**src/rtl/core/ffas_pkg.sv**
```systemverilog
`timescale 1ns / 1ps
// Shared types, constants and codes of the first-fit aligned suballocator.
// No dependencies.
package ffas_pkg;

   localparam int POOLS_DEF            = 16;
   localparam int ENTRIES_PER_POOL_DEF = 64;
   localparam int OBJECTS_PER_KIND_DEF = 1024;
   localparam logic [29:0] MIN_POOL_RESET = 30'(1024 * 1024 * 32);
   localparam int CSR_IDX_W  = 2;
   localparam int CSR_DATA_W = 32;

   typedef enum logic [1:0] {
      MODE_ALLOC = 2'd0,
      MODE_FREE  = 2'd1,
      MODE_FIND  = 2'd2,
      MODE_NONE  = 2'd3
   } ffas_mode_type;

   typedef enum logic [1:0] {
      STAT_OK      = 2'd0,
      STAT_NOSPACE = 2'd1,
      STAT_UNBOUND = 2'd2
   } ffas_status_type;

   typedef enum logic [CSR_IDX_W-1:0] {
      REG_MIN_POOL  = 2'd0,
      REG_MIX_TILE  = 2'd1
   } ffas_reg_type;

   typedef struct packed {
      logic [1:0]  mode;
      logic        object_kind;
      logic [9:0]  object_index;
      logic [15:0] thread_id;
      logic [4:0]  memory_type;
      logic [1:0]  tiling;
      logic        dedicated;
      logic [29:0] alloc_size;
      logic [4:0]  align_log2;
   } ffas_req_type;

   typedef struct packed {
      logic [1:0]  status;
      logic [3:0]  pool_number;
      logic [29:0] region_offset;
      logic [29:0] region_length;
      logic        first_access;
      logic        pool_created;
   } ffas_rsp_type;

   typedef struct packed {
      logic [CSR_IDX_W-1:0]  index;
      logic [CSR_DATA_W-1:0] data;
   } ffas_csr_type;

   typedef struct packed {
      logic [29:0] start;
      logic [29:0] length;
   } ffas_entry_type;

   typedef enum logic [4:0] {
      ST_CLEAR, ST_IDLE, ST_DECODE, ST_OBJ_RD, ST_OBJ_CHK, ST_REL_RD, ST_REL_CHK,
      ST_SHL_RD, ST_SHL_WR, ST_UNBIND, ST_SRCH_INIT, ST_SEARCH, ST_FRONT_CHK,
      ST_PL_ALIGN, ST_PL_CHK, ST_INS_RD, ST_INS_WR, ST_INS_PUT, ST_NEW_POOL,
      ST_BIND, ST_RESULT
   } ffas_state_type;

   typedef enum logic [4:0] {
      OP_NOP, OP_CLR, OP_TAKE, OP_OBJ_RD, OP_SEEN_WR, OP_REL_INIT, OP_ENT_RD,
      OP_INC_I, OP_REL_HIT, OP_ENT_RD_NEXT, OP_SHL_WR, OP_DEC_COUNT, OP_UNBIND,
      OP_SRCH_INIT, OP_INC_P, OP_FIT_FRONT, OP_PL_START, OP_PL_ALIGN, OP_FIT_HOLE,
      OP_PL_NEXT, OP_ENT_RD_PREV, OP_INS_WR, OP_INS_PUT, OP_CREATE, OP_BIND,
      OP_PUSH
   } ffas_op_type;

   typedef enum logic [2:0] {
      RES_KEEP, RES_ZERO, RES_UNBOUND, RES_NOSPACE, RES_FREE, RES_FIND,
      RES_ALLOC, RES_CREATE
   } ffas_res_type;

   typedef struct packed {
      ffas_op_type  op;
      ffas_res_type res;
   } ffas_cmd_type;

   typedef struct packed {
      logic          req_valid;
      ffas_mode_type mode;
      logic          idx_bad;
      logic          bound;
      logic          size_zero;
      logic          ded;
      logic          clr_last;
      logic          rel_end;
      logic          ent_match;
      logic          shl_end;
      logic          pool_end;
      logic          pool_ok;
      logic          pool_empty;
      logic          front_fit;
      logic          hole_fit;
      logic          at_tail;
      logic          ins_done;
      logic          pools_full;
      logic          rsp_free;
   } ffas_stat_type;

endpackage

```
**src/rtl/core/ffas_ctrl.sv**
```systemverilog
`timescale 1ns / 1ps
// Sequencer of the suballocator: walks objects, pools and entries by command.
// Depends on ffas_pkg.
module ffas_ctrl (
   input  logic                    clock,
   input  logic                    reset,
   input  ffas_pkg::ffas_stat_type stat,
   output ffas_pkg::ffas_cmd_type  cmd
);

   ffas_pkg::ffas_state_type state_ff, state_in;

   always_ff @(posedge clock) begin
      if (reset) begin
         state_ff <= ffas_pkg::ST_CLEAR;
      end else begin
         state_ff <= state_in;
      end
   end

   always_comb begin
      state_in = state_ff;
      unique case (state_ff)
         ffas_pkg::ST_CLEAR:     if (stat.clr_last) state_in = ffas_pkg::ST_IDLE;
         ffas_pkg::ST_IDLE:      if (stat.req_valid) state_in = ffas_pkg::ST_DECODE;
         ffas_pkg::ST_DECODE: begin
            if (stat.mode == ffas_pkg::MODE_NONE || stat.idx_bad)
               state_in = ffas_pkg::ST_RESULT;
            else
               state_in = ffas_pkg::ST_OBJ_RD;
         end
         ffas_pkg::ST_OBJ_RD:    state_in = ffas_pkg::ST_OBJ_CHK;
         ffas_pkg::ST_OBJ_CHK: begin
            priority if (stat.mode == ffas_pkg::MODE_ALLOC) begin
               if (stat.size_zero)  state_in = ffas_pkg::ST_RESULT;
               else if (stat.bound) state_in = ffas_pkg::ST_REL_RD;
               else                 state_in = ffas_pkg::ST_SRCH_INIT;
            end else if (stat.mode == ffas_pkg::MODE_FREE && stat.bound) begin
               state_in = ffas_pkg::ST_REL_RD;
            end else begin
               state_in = ffas_pkg::ST_RESULT;
            end
         end
         ffas_pkg::ST_REL_RD:
            state_in = stat.rel_end ? ffas_pkg::ST_UNBIND : ffas_pkg::ST_REL_CHK;
         ffas_pkg::ST_REL_CHK:
            state_in = stat.ent_match ? ffas_pkg::ST_SHL_RD : ffas_pkg::ST_REL_RD;
         ffas_pkg::ST_SHL_RD:
            state_in = stat.shl_end ? ffas_pkg::ST_UNBIND : ffas_pkg::ST_SHL_WR;
         ffas_pkg::ST_SHL_WR:    state_in = ffas_pkg::ST_SHL_RD;
         ffas_pkg::ST_UNBIND:
            state_in = (stat.mode == ffas_pkg::MODE_FREE) ? ffas_pkg::ST_RESULT
                                                          : ffas_pkg::ST_SRCH_INIT;
         ffas_pkg::ST_SRCH_INIT:
            state_in = stat.ded ? ffas_pkg::ST_NEW_POOL : ffas_pkg::ST_SEARCH;
         ffas_pkg::ST_SEARCH: begin
            priority if (stat.pool_end) state_in = ffas_pkg::ST_NEW_POOL;
            else if (!stat.pool_ok)     state_in = ffas_pkg::ST_SEARCH;
            else if (stat.pool_empty)   state_in = ffas_pkg::ST_INS_RD;
            else                        state_in = ffas_pkg::ST_FRONT_CHK;
         end
         ffas_pkg::ST_FRONT_CHK:
            state_in = stat.front_fit ? ffas_pkg::ST_INS_RD : ffas_pkg::ST_PL_ALIGN;
         ffas_pkg::ST_PL_ALIGN:  state_in = ffas_pkg::ST_PL_CHK;
         ffas_pkg::ST_PL_CHK: begin
            priority if (stat.hole_fit) state_in = ffas_pkg::ST_INS_RD;
            else if (stat.at_tail)      state_in = ffas_pkg::ST_SEARCH;
            else                        state_in = ffas_pkg::ST_PL_ALIGN;
         end
         ffas_pkg::ST_INS_RD:
            state_in = stat.ins_done ? ffas_pkg::ST_INS_PUT : ffas_pkg::ST_INS_WR;
         ffas_pkg::ST_INS_WR:    state_in = ffas_pkg::ST_INS_RD;
         ffas_pkg::ST_INS_PUT:   state_in = ffas_pkg::ST_BIND;
         ffas_pkg::ST_NEW_POOL:
            state_in = stat.pools_full ? ffas_pkg::ST_RESULT : ffas_pkg::ST_BIND;
         ffas_pkg::ST_BIND:      state_in = ffas_pkg::ST_RESULT;
         ffas_pkg::ST_RESULT:    if (stat.rsp_free) state_in = ffas_pkg::ST_IDLE;
         default:                state_in = ffas_pkg::ST_IDLE;
      endcase
   end

   always_comb begin
      cmd.op  = ffas_pkg::OP_NOP;
      cmd.res = ffas_pkg::RES_KEEP;
      unique case (state_ff)
         ffas_pkg::ST_CLEAR:  cmd.op = ffas_pkg::OP_CLR;
         ffas_pkg::ST_IDLE:   cmd.op = ffas_pkg::OP_TAKE;
         ffas_pkg::ST_DECODE: begin
            if (stat.mode == ffas_pkg::MODE_NONE) cmd.res = ffas_pkg::RES_ZERO;
            else if (stat.idx_bad)                cmd.res = ffas_pkg::RES_UNBOUND;
         end
         ffas_pkg::ST_OBJ_RD: cmd.op = ffas_pkg::OP_OBJ_RD;
         ffas_pkg::ST_OBJ_CHK: begin
            priority if (stat.mode == ffas_pkg::MODE_ALLOC) begin
               if (stat.size_zero)  cmd.res = ffas_pkg::RES_NOSPACE;
               else if (stat.bound) cmd.op  = ffas_pkg::OP_REL_INIT;
            end else if (!stat.bound) begin
               cmd.res = ffas_pkg::RES_UNBOUND;
            end else if (stat.mode == ffas_pkg::MODE_FREE) begin
               cmd.op  = ffas_pkg::OP_REL_INIT;
               cmd.res = ffas_pkg::RES_FREE;
            end else begin
               cmd.op  = ffas_pkg::OP_SEEN_WR;
               cmd.res = ffas_pkg::RES_FIND;
            end
         end
         ffas_pkg::ST_REL_RD:  if (!stat.rel_end) cmd.op = ffas_pkg::OP_ENT_RD;
         ffas_pkg::ST_REL_CHK:
            cmd.op = stat.ent_match ? ffas_pkg::OP_REL_HIT : ffas_pkg::OP_INC_I;
         ffas_pkg::ST_SHL_RD:
            cmd.op = stat.shl_end ? ffas_pkg::OP_DEC_COUNT : ffas_pkg::OP_ENT_RD_NEXT;
         ffas_pkg::ST_SHL_WR:    cmd.op = ffas_pkg::OP_SHL_WR;
         ffas_pkg::ST_UNBIND:    cmd.op = ffas_pkg::OP_UNBIND;
         ffas_pkg::ST_SRCH_INIT: cmd.op = ffas_pkg::OP_SRCH_INIT;
         ffas_pkg::ST_SEARCH: begin
            priority if (stat.pool_end) cmd.op = ffas_pkg::OP_NOP;
            else if (!stat.pool_ok)     cmd.op = ffas_pkg::OP_INC_P;
            else if (stat.pool_empty)   cmd.op = ffas_pkg::OP_FIT_FRONT;
            else                        cmd.op = ffas_pkg::OP_ENT_RD;
         end
         ffas_pkg::ST_FRONT_CHK:
            cmd.op = stat.front_fit ? ffas_pkg::OP_FIT_FRONT : ffas_pkg::OP_PL_START;
         ffas_pkg::ST_PL_ALIGN:  cmd.op = ffas_pkg::OP_PL_ALIGN;
         ffas_pkg::ST_PL_CHK: begin
            priority if (stat.hole_fit) cmd.op = ffas_pkg::OP_FIT_HOLE;
            else if (stat.at_tail)      cmd.op = ffas_pkg::OP_INC_P;
            else                        cmd.op = ffas_pkg::OP_PL_NEXT;
         end
         ffas_pkg::ST_INS_RD:  if (!stat.ins_done) cmd.op = ffas_pkg::OP_ENT_RD_PREV;
         ffas_pkg::ST_INS_WR:  cmd.op = ffas_pkg::OP_INS_WR;
         ffas_pkg::ST_INS_PUT: begin
            cmd.op  = ffas_pkg::OP_INS_PUT;
            cmd.res = ffas_pkg::RES_ALLOC;
         end
         ffas_pkg::ST_NEW_POOL: begin
            if (stat.pools_full) begin
               cmd.res = ffas_pkg::RES_NOSPACE;
            end else begin
               cmd.op  = ffas_pkg::OP_CREATE;
               cmd.res = ffas_pkg::RES_CREATE;
            end
         end
         ffas_pkg::ST_BIND:    cmd.op = ffas_pkg::OP_BIND;
         ffas_pkg::ST_RESULT:  if (stat.rsp_free) cmd.op = ffas_pkg::OP_PUSH;
         default:              cmd.op = ffas_pkg::OP_NOP;
      endcase
   end

endmodule

```
**config.mk**
```make
export PLATFORM = sky130hd
export DESIGN_NAME = ffas_ctrl
export DESIGN_NICKNAME = d
export VERILOG_FILES = /design/src/rtl/core/ffas_pkg.sv /design/src/rtl/core/ffas_ctrl.sv
export SDC_FILE = /design/constraint.sdc
export NUM_CORES = 1
export LEC_CHECK = 0
export CAP_MARGIN = 20
export CORE_MARGIN = 3
export CORE_UTILIZATION = 50
export DETAILED_ROUTE_END_ITERATION = 16
export DONT_BUFFER_PORTS = 1
export SYNTH_ARGS = -nofsm -noshare
export SYNTH_HDL_FRONTEND = slang
export SYNTH_SLANG_ARGS = --single-unit
```
**constraint.sdc**
```tcl
create_clock -name clock -period 2.4 [get_ports clock]
set_input_delay 0.48 -clock clock [delete_from_list [all_inputs] [get_ports clock]]
set_output_delay 0.48 -clock clock [all_outputs]
set_load 0.005 [all_outputs]
```
Word level (Yosys, flattened, before mapping)

Index checks and enable logic that the tools add are counted.

Flip-flop bits (word level): 5
Bits in latches: 0
RAM bits: 0
Bits in read-only memories: 0
Output and inout port bits: 8
Logic and storage cells: 77
Memories: 0

Add/subtract/negate cells: 0
Multiply operators: 0
Div/mod/pow operators: 0
$lt $le $gt $ge: 0
Equality and inequality tests: 25
Shift operators: 0
Mux-type cells: 46
Bitwise gates (word level): 0
Reduce and logical (&&, ||, !) cells: 5

Operators by type and width:

| kind                                                            | count |
|---|---|
| 5-bit case mux with 21 select lines                             | 1 |
| 5-bit case mux with 20 select lines                             | 1 |
| 5-bit 2-to-1 mux                                                | 16 |
| 5-bit by 4-bit == test with 1-bit output, second input constant | 8 |
| 3-bit 2-to-1 mux                                                | 10 |
| 4-bit 2-to-1 mux                                                | 7 |
| 5-bit == test, second input constant                            | 5 |
| 5-bit by 3-bit == test with 1-bit output, second input constant | 4 |
| 2-bit 2-to-1 mux                                                | 7 |
| 3-bit case mux with 4 select lines                              | 1 |
| 5-bit by 2-bit == test with 1-bit output, second input constant | 2 |
| 8-bit 2-to-1 mux                                                | 1 |
| 2-bit != test, second input constant                            | 3 |
| 5-bit by 1-bit == test with 1-bit output, second input constant | 1 |
| 5-bit zero test                                                 | 1 |
| 3-bit AND reduction                                             | 1 |
| 2-bit by 1-bit == test with 1-bit output, second input constant | 1 |
| 2-bit == test, second input constant                            | 1 |
| 2-bit zero test                                                 | 1 |
| 1-bit 2-to-1 mux                                                | 2 |
| 1-bit logical AND                                               | 1 |
| 1-bit logical OR                                                | 1 |

Depth between registers and ports, before layout

Depth after elaboration: 5
Depth in mapped cells: 7
Gate-level depth less buffers: 5

Worst setup path before layout

No wires, ideal clock.

Kind: register to output
Start: register state_ff[3]
End: output port cmd[5] (netlist name)
Data arrival time: 1.422 ns
Required time: 1.920 ns
Path slack: 0.498 ns
Cell stages (with the launch flop): 7
Cells stage by stage: dfxtp_1 -> buf_6 -> or3_4 -> or3_4 -> o311ai_4 -> nor2_4 -> nand3_2

RTL lines:

| element                  | RTL line        | RTL |
|---|---|---|
| start: declaration       | ffas_ctrl.sv:11 | `ffas_pkg::ffas_state_type state_ff, state_in;` |
| start signal: assignment | ffas_ctrl.sv:15 | `state_ff <= ffas_pkg::ST_CLEAR;` |
| start signal: assignment | ffas_ctrl.sv:17 | `state_ff <= state_in;` |
| end: declaration         | ffas_ctrl.sv:8  | `output ffas_pkg::ffas_cmd_type cmd` |

==> key figures <==
Cells and area
  – Largest registers: state_ff (5)
  – P&R area growth vs syn: 8.96%
  – Max reg flops: 5
  – Commonest non-fill, non-tap cells in the layout: nand2_1, a21oi_1, nor2_1, buf_4, o21ai_0
  – Ant diodes: 0
  – Commonest non-fill, non-tap cell in the layout: nand2_1
  – Share of cells above drive strength 1: 18.9%
  – Nets@finish: 208
  – Top reg by flops: state_ff

Drt
  – Routed vias: 1,414
  – Wirelength per Cell: 18.7 um
  – DRT Wirelength: 3.97 mm
  – Residual DRC: 0
  – Pre-antenna DRT Iters: 4
  – Final ANT Viol Nets: 0
  – Initial DRC Count: 67
  – Via/cell ratio: 6.67

Logic synthesis
  – Synth cell types: 55
  – Post-synth EDFFs: 0
  – Post-Synthesis Cell Area: 0.00114 mm^2
  – Avg Cell Area, Syn: 6.36 um^2
  – Synth warn: 0
  – Post-synthesis sequential area ratio: 8.74%
  – Most common flop cell mapped by yosys: dfxtp_1
  – Synth async-reset ratio: 0%
  – Syn_nets: 202
  – #FFs+latches synth: 5
  – Syn Inst Count: 180

Die
  – Initial Util: 55.5%
  – Die width: 53.9 um
  – Die Area: 0.00290 mm^2
  – Rows: 16
  – Io pins: 30
  – Overall die height: 53.9 um
  – Core area: 0.00206 mm^2

STA
  – Period utilization: 94.6%
  – Worst slew pin tran: 0.533 ns
  – Setup Skew: 0.00844 ns
  – Final Max Slew Viols: 0
  – TNS Setup: 0 ns
  – Setup repair after global routing missed its margin: false
  – Setup Viol. Count Final: 0
  – Final min period: 2.27 ns
  – Setup WS post-layout: 0.130 ns
  – Peak Freq: 441 MHz
  – Hold Fails Final Rpt: 0
  – Max_slew headroom: 64.4%

Pwr
  – Leak: 0.000453 uW
  – Clk pwr share: 7.9%
  – Internal power consumption: 586 uW
  – Sw Ratio: 55.0%
  – PwrDens: 1050 mW/mm^2
  – Switching pwr: 717 uW
  – Gate power share: 74.1%
  – Seq pwr share: 18.0%
  – Max VDD drop: 0.639 mV

Setup path
  – Critical-path cell list: buf_4 -> nor2_1 -> a32oi_1 -> o32ai_2 -> nor2_4 -> nand3_2
  – Crit path kind: reg -> out
  – WP data required: 1.92 ns
  – CP Max Fanout: 14
  – Critical path endpoint category: output port
  – CP Launch Type: flip-flop
  – Crit path arrival time: 1.79 ns
  – Delay-heaviest family, CP: flip-flops
  – CP max-delay cell: dfxtp_1
  – R2R Setup Slk: 0.66 ns
  – Slowest cell delay on critical path: 0.65 ns
  – Worst path bufs/invs: 1

Status
  – Status: completed

GRT
  – Number of global-route vias before repair: 1,368
  – Maximum number of pins on one net before global-route repair: 22
  – Total global-route track usage: 29.3%
  – First-pass GRT wire length: 6.28 mm
  – GRT overflow: 0
  – Initial antenna violation count: 0

Hold path
  – Worst Hold Class: in -> reg

Clock tree
  – Hold-fix buffers, CTS: 0
  – Clock tree buffer depth: 2
  – Clock Latency Late Sink: 0.25 ns
  – Clk sinks: 5
  – CTS tree: yes
  – H-tree Lvls: 1
  – Number of CTS-inserted buffers: 3
  – Clock Pin Slew Worst Setup and Hold Paths: 0.05 ns
  – Root buf cell: clkbuf_4

Place
  – DP HPWL: 3.15 mm
  – Gpl congestion: 0.879
  – DP Worst Slack: 0.318 ns
  – Buffers on Ports: 0

Flow run
  – Max-cap violation count: 0
## layer usage
layer	GRT usage (%)	part of all wire, %
met1	37.5	43
met2	50.8	46
met3	4.99	9.2
met4	6.38	2.0
met5	0	0
## worst reg2reg max path, stage by stage (launching register included)
cell and delay (ns):
dfxtp_1 0.65, and2b_1 0.22, buf_4 0.14, nand2_1 0.08, nand4bb_1 0.23, o2111a_1 0.16, a41oi_1 0.18
## stage by stage
step,util (%),power [uW],cell area [um^2],std cells,hold slack [ns]
floorplan,-,899,1140,180,0.549
global route,60.5,1410,1250,212,0.285
finish,60.5,1300,1250,212,0.292
CTS,59.9,1270,1230,212,0.295
detailed placement,58.6,1160,1210,208,0.555
global placement,58.6,1150,1210,208,0.551
## power by group through the flow
stage	Combinational (uW)	Sequential, uW	Clock (uW)
6_report	966	234	103
5_1_grt	1050	244	110
4_1_cts	942	222	106
3_5_place_dp	940	223	0
3_3_place_gp	933	221	0
2_1_floorplan	754	144	0
## kinds of logic after synthesis
group	after synthesis	synth area share [%]
buffers and inverters	19	8.20
xor gates and xnor gates	2	1.53
DFF	5	8.74
AOI/OAI and AO/OA	59	36.1
and+or+nand+nor	95	45.5
## path summary, 6_finish.rpt
path                       startpoint                  endpoint  cells past startpoint
max          state_ff[1]$_SDFFE_PP0P_                    cmd[5]                      6
min                             reset  state_ff[2]$_SDFFE_PP0P_                      1
max reg2reg  state_ff[1]$_SDFFE_PP0P_  state_ff[0]$_SDFFE_PP0P_                      6
min reg2reg  state_ff[3]$_SDFFE_PP0P_  state_ff[0]$_SDFFE_PP0P_                      3
## synthesized netlist by cell type (3+ instances only)
library cell  number  area [um^2]
or3_1              3         18.8
nand3_1            7         35.0
a21oi_1           18         90.1
dfxtp_1            5          100
nor3_1             8         40.0
nor2b_1            4         25.0
o2111ai_1          4         35.0
nor2_1            16         60.1
buf_2              6         30.0
nand2b_1           8         50.1
inv_1              5         18.8
o21ai_0            9         45.0
a31oi_1            6         37.5
a221oi_1           3         26.3
nand2_1           26         97.6
clkbuf_1           3         11.3
## what timing repair did
action / CTS / global route
resized for setup: 0 / 5
buffers inserted: 0 / 0
endpoints found under the hold margin: 0 / 0
setup endpoints to repair: 0 / 7
## cell type report
type                    count  area, um^2
multi-input cells         156         958
fillers                   218         815
flip-flops and latches      5         105
repair buffers             13        97.6
well taps                  27        33.8
clock buffers               4        26.3
inverters                   7        26.3
Note: power is estimated with default switching activity, not from simulation.
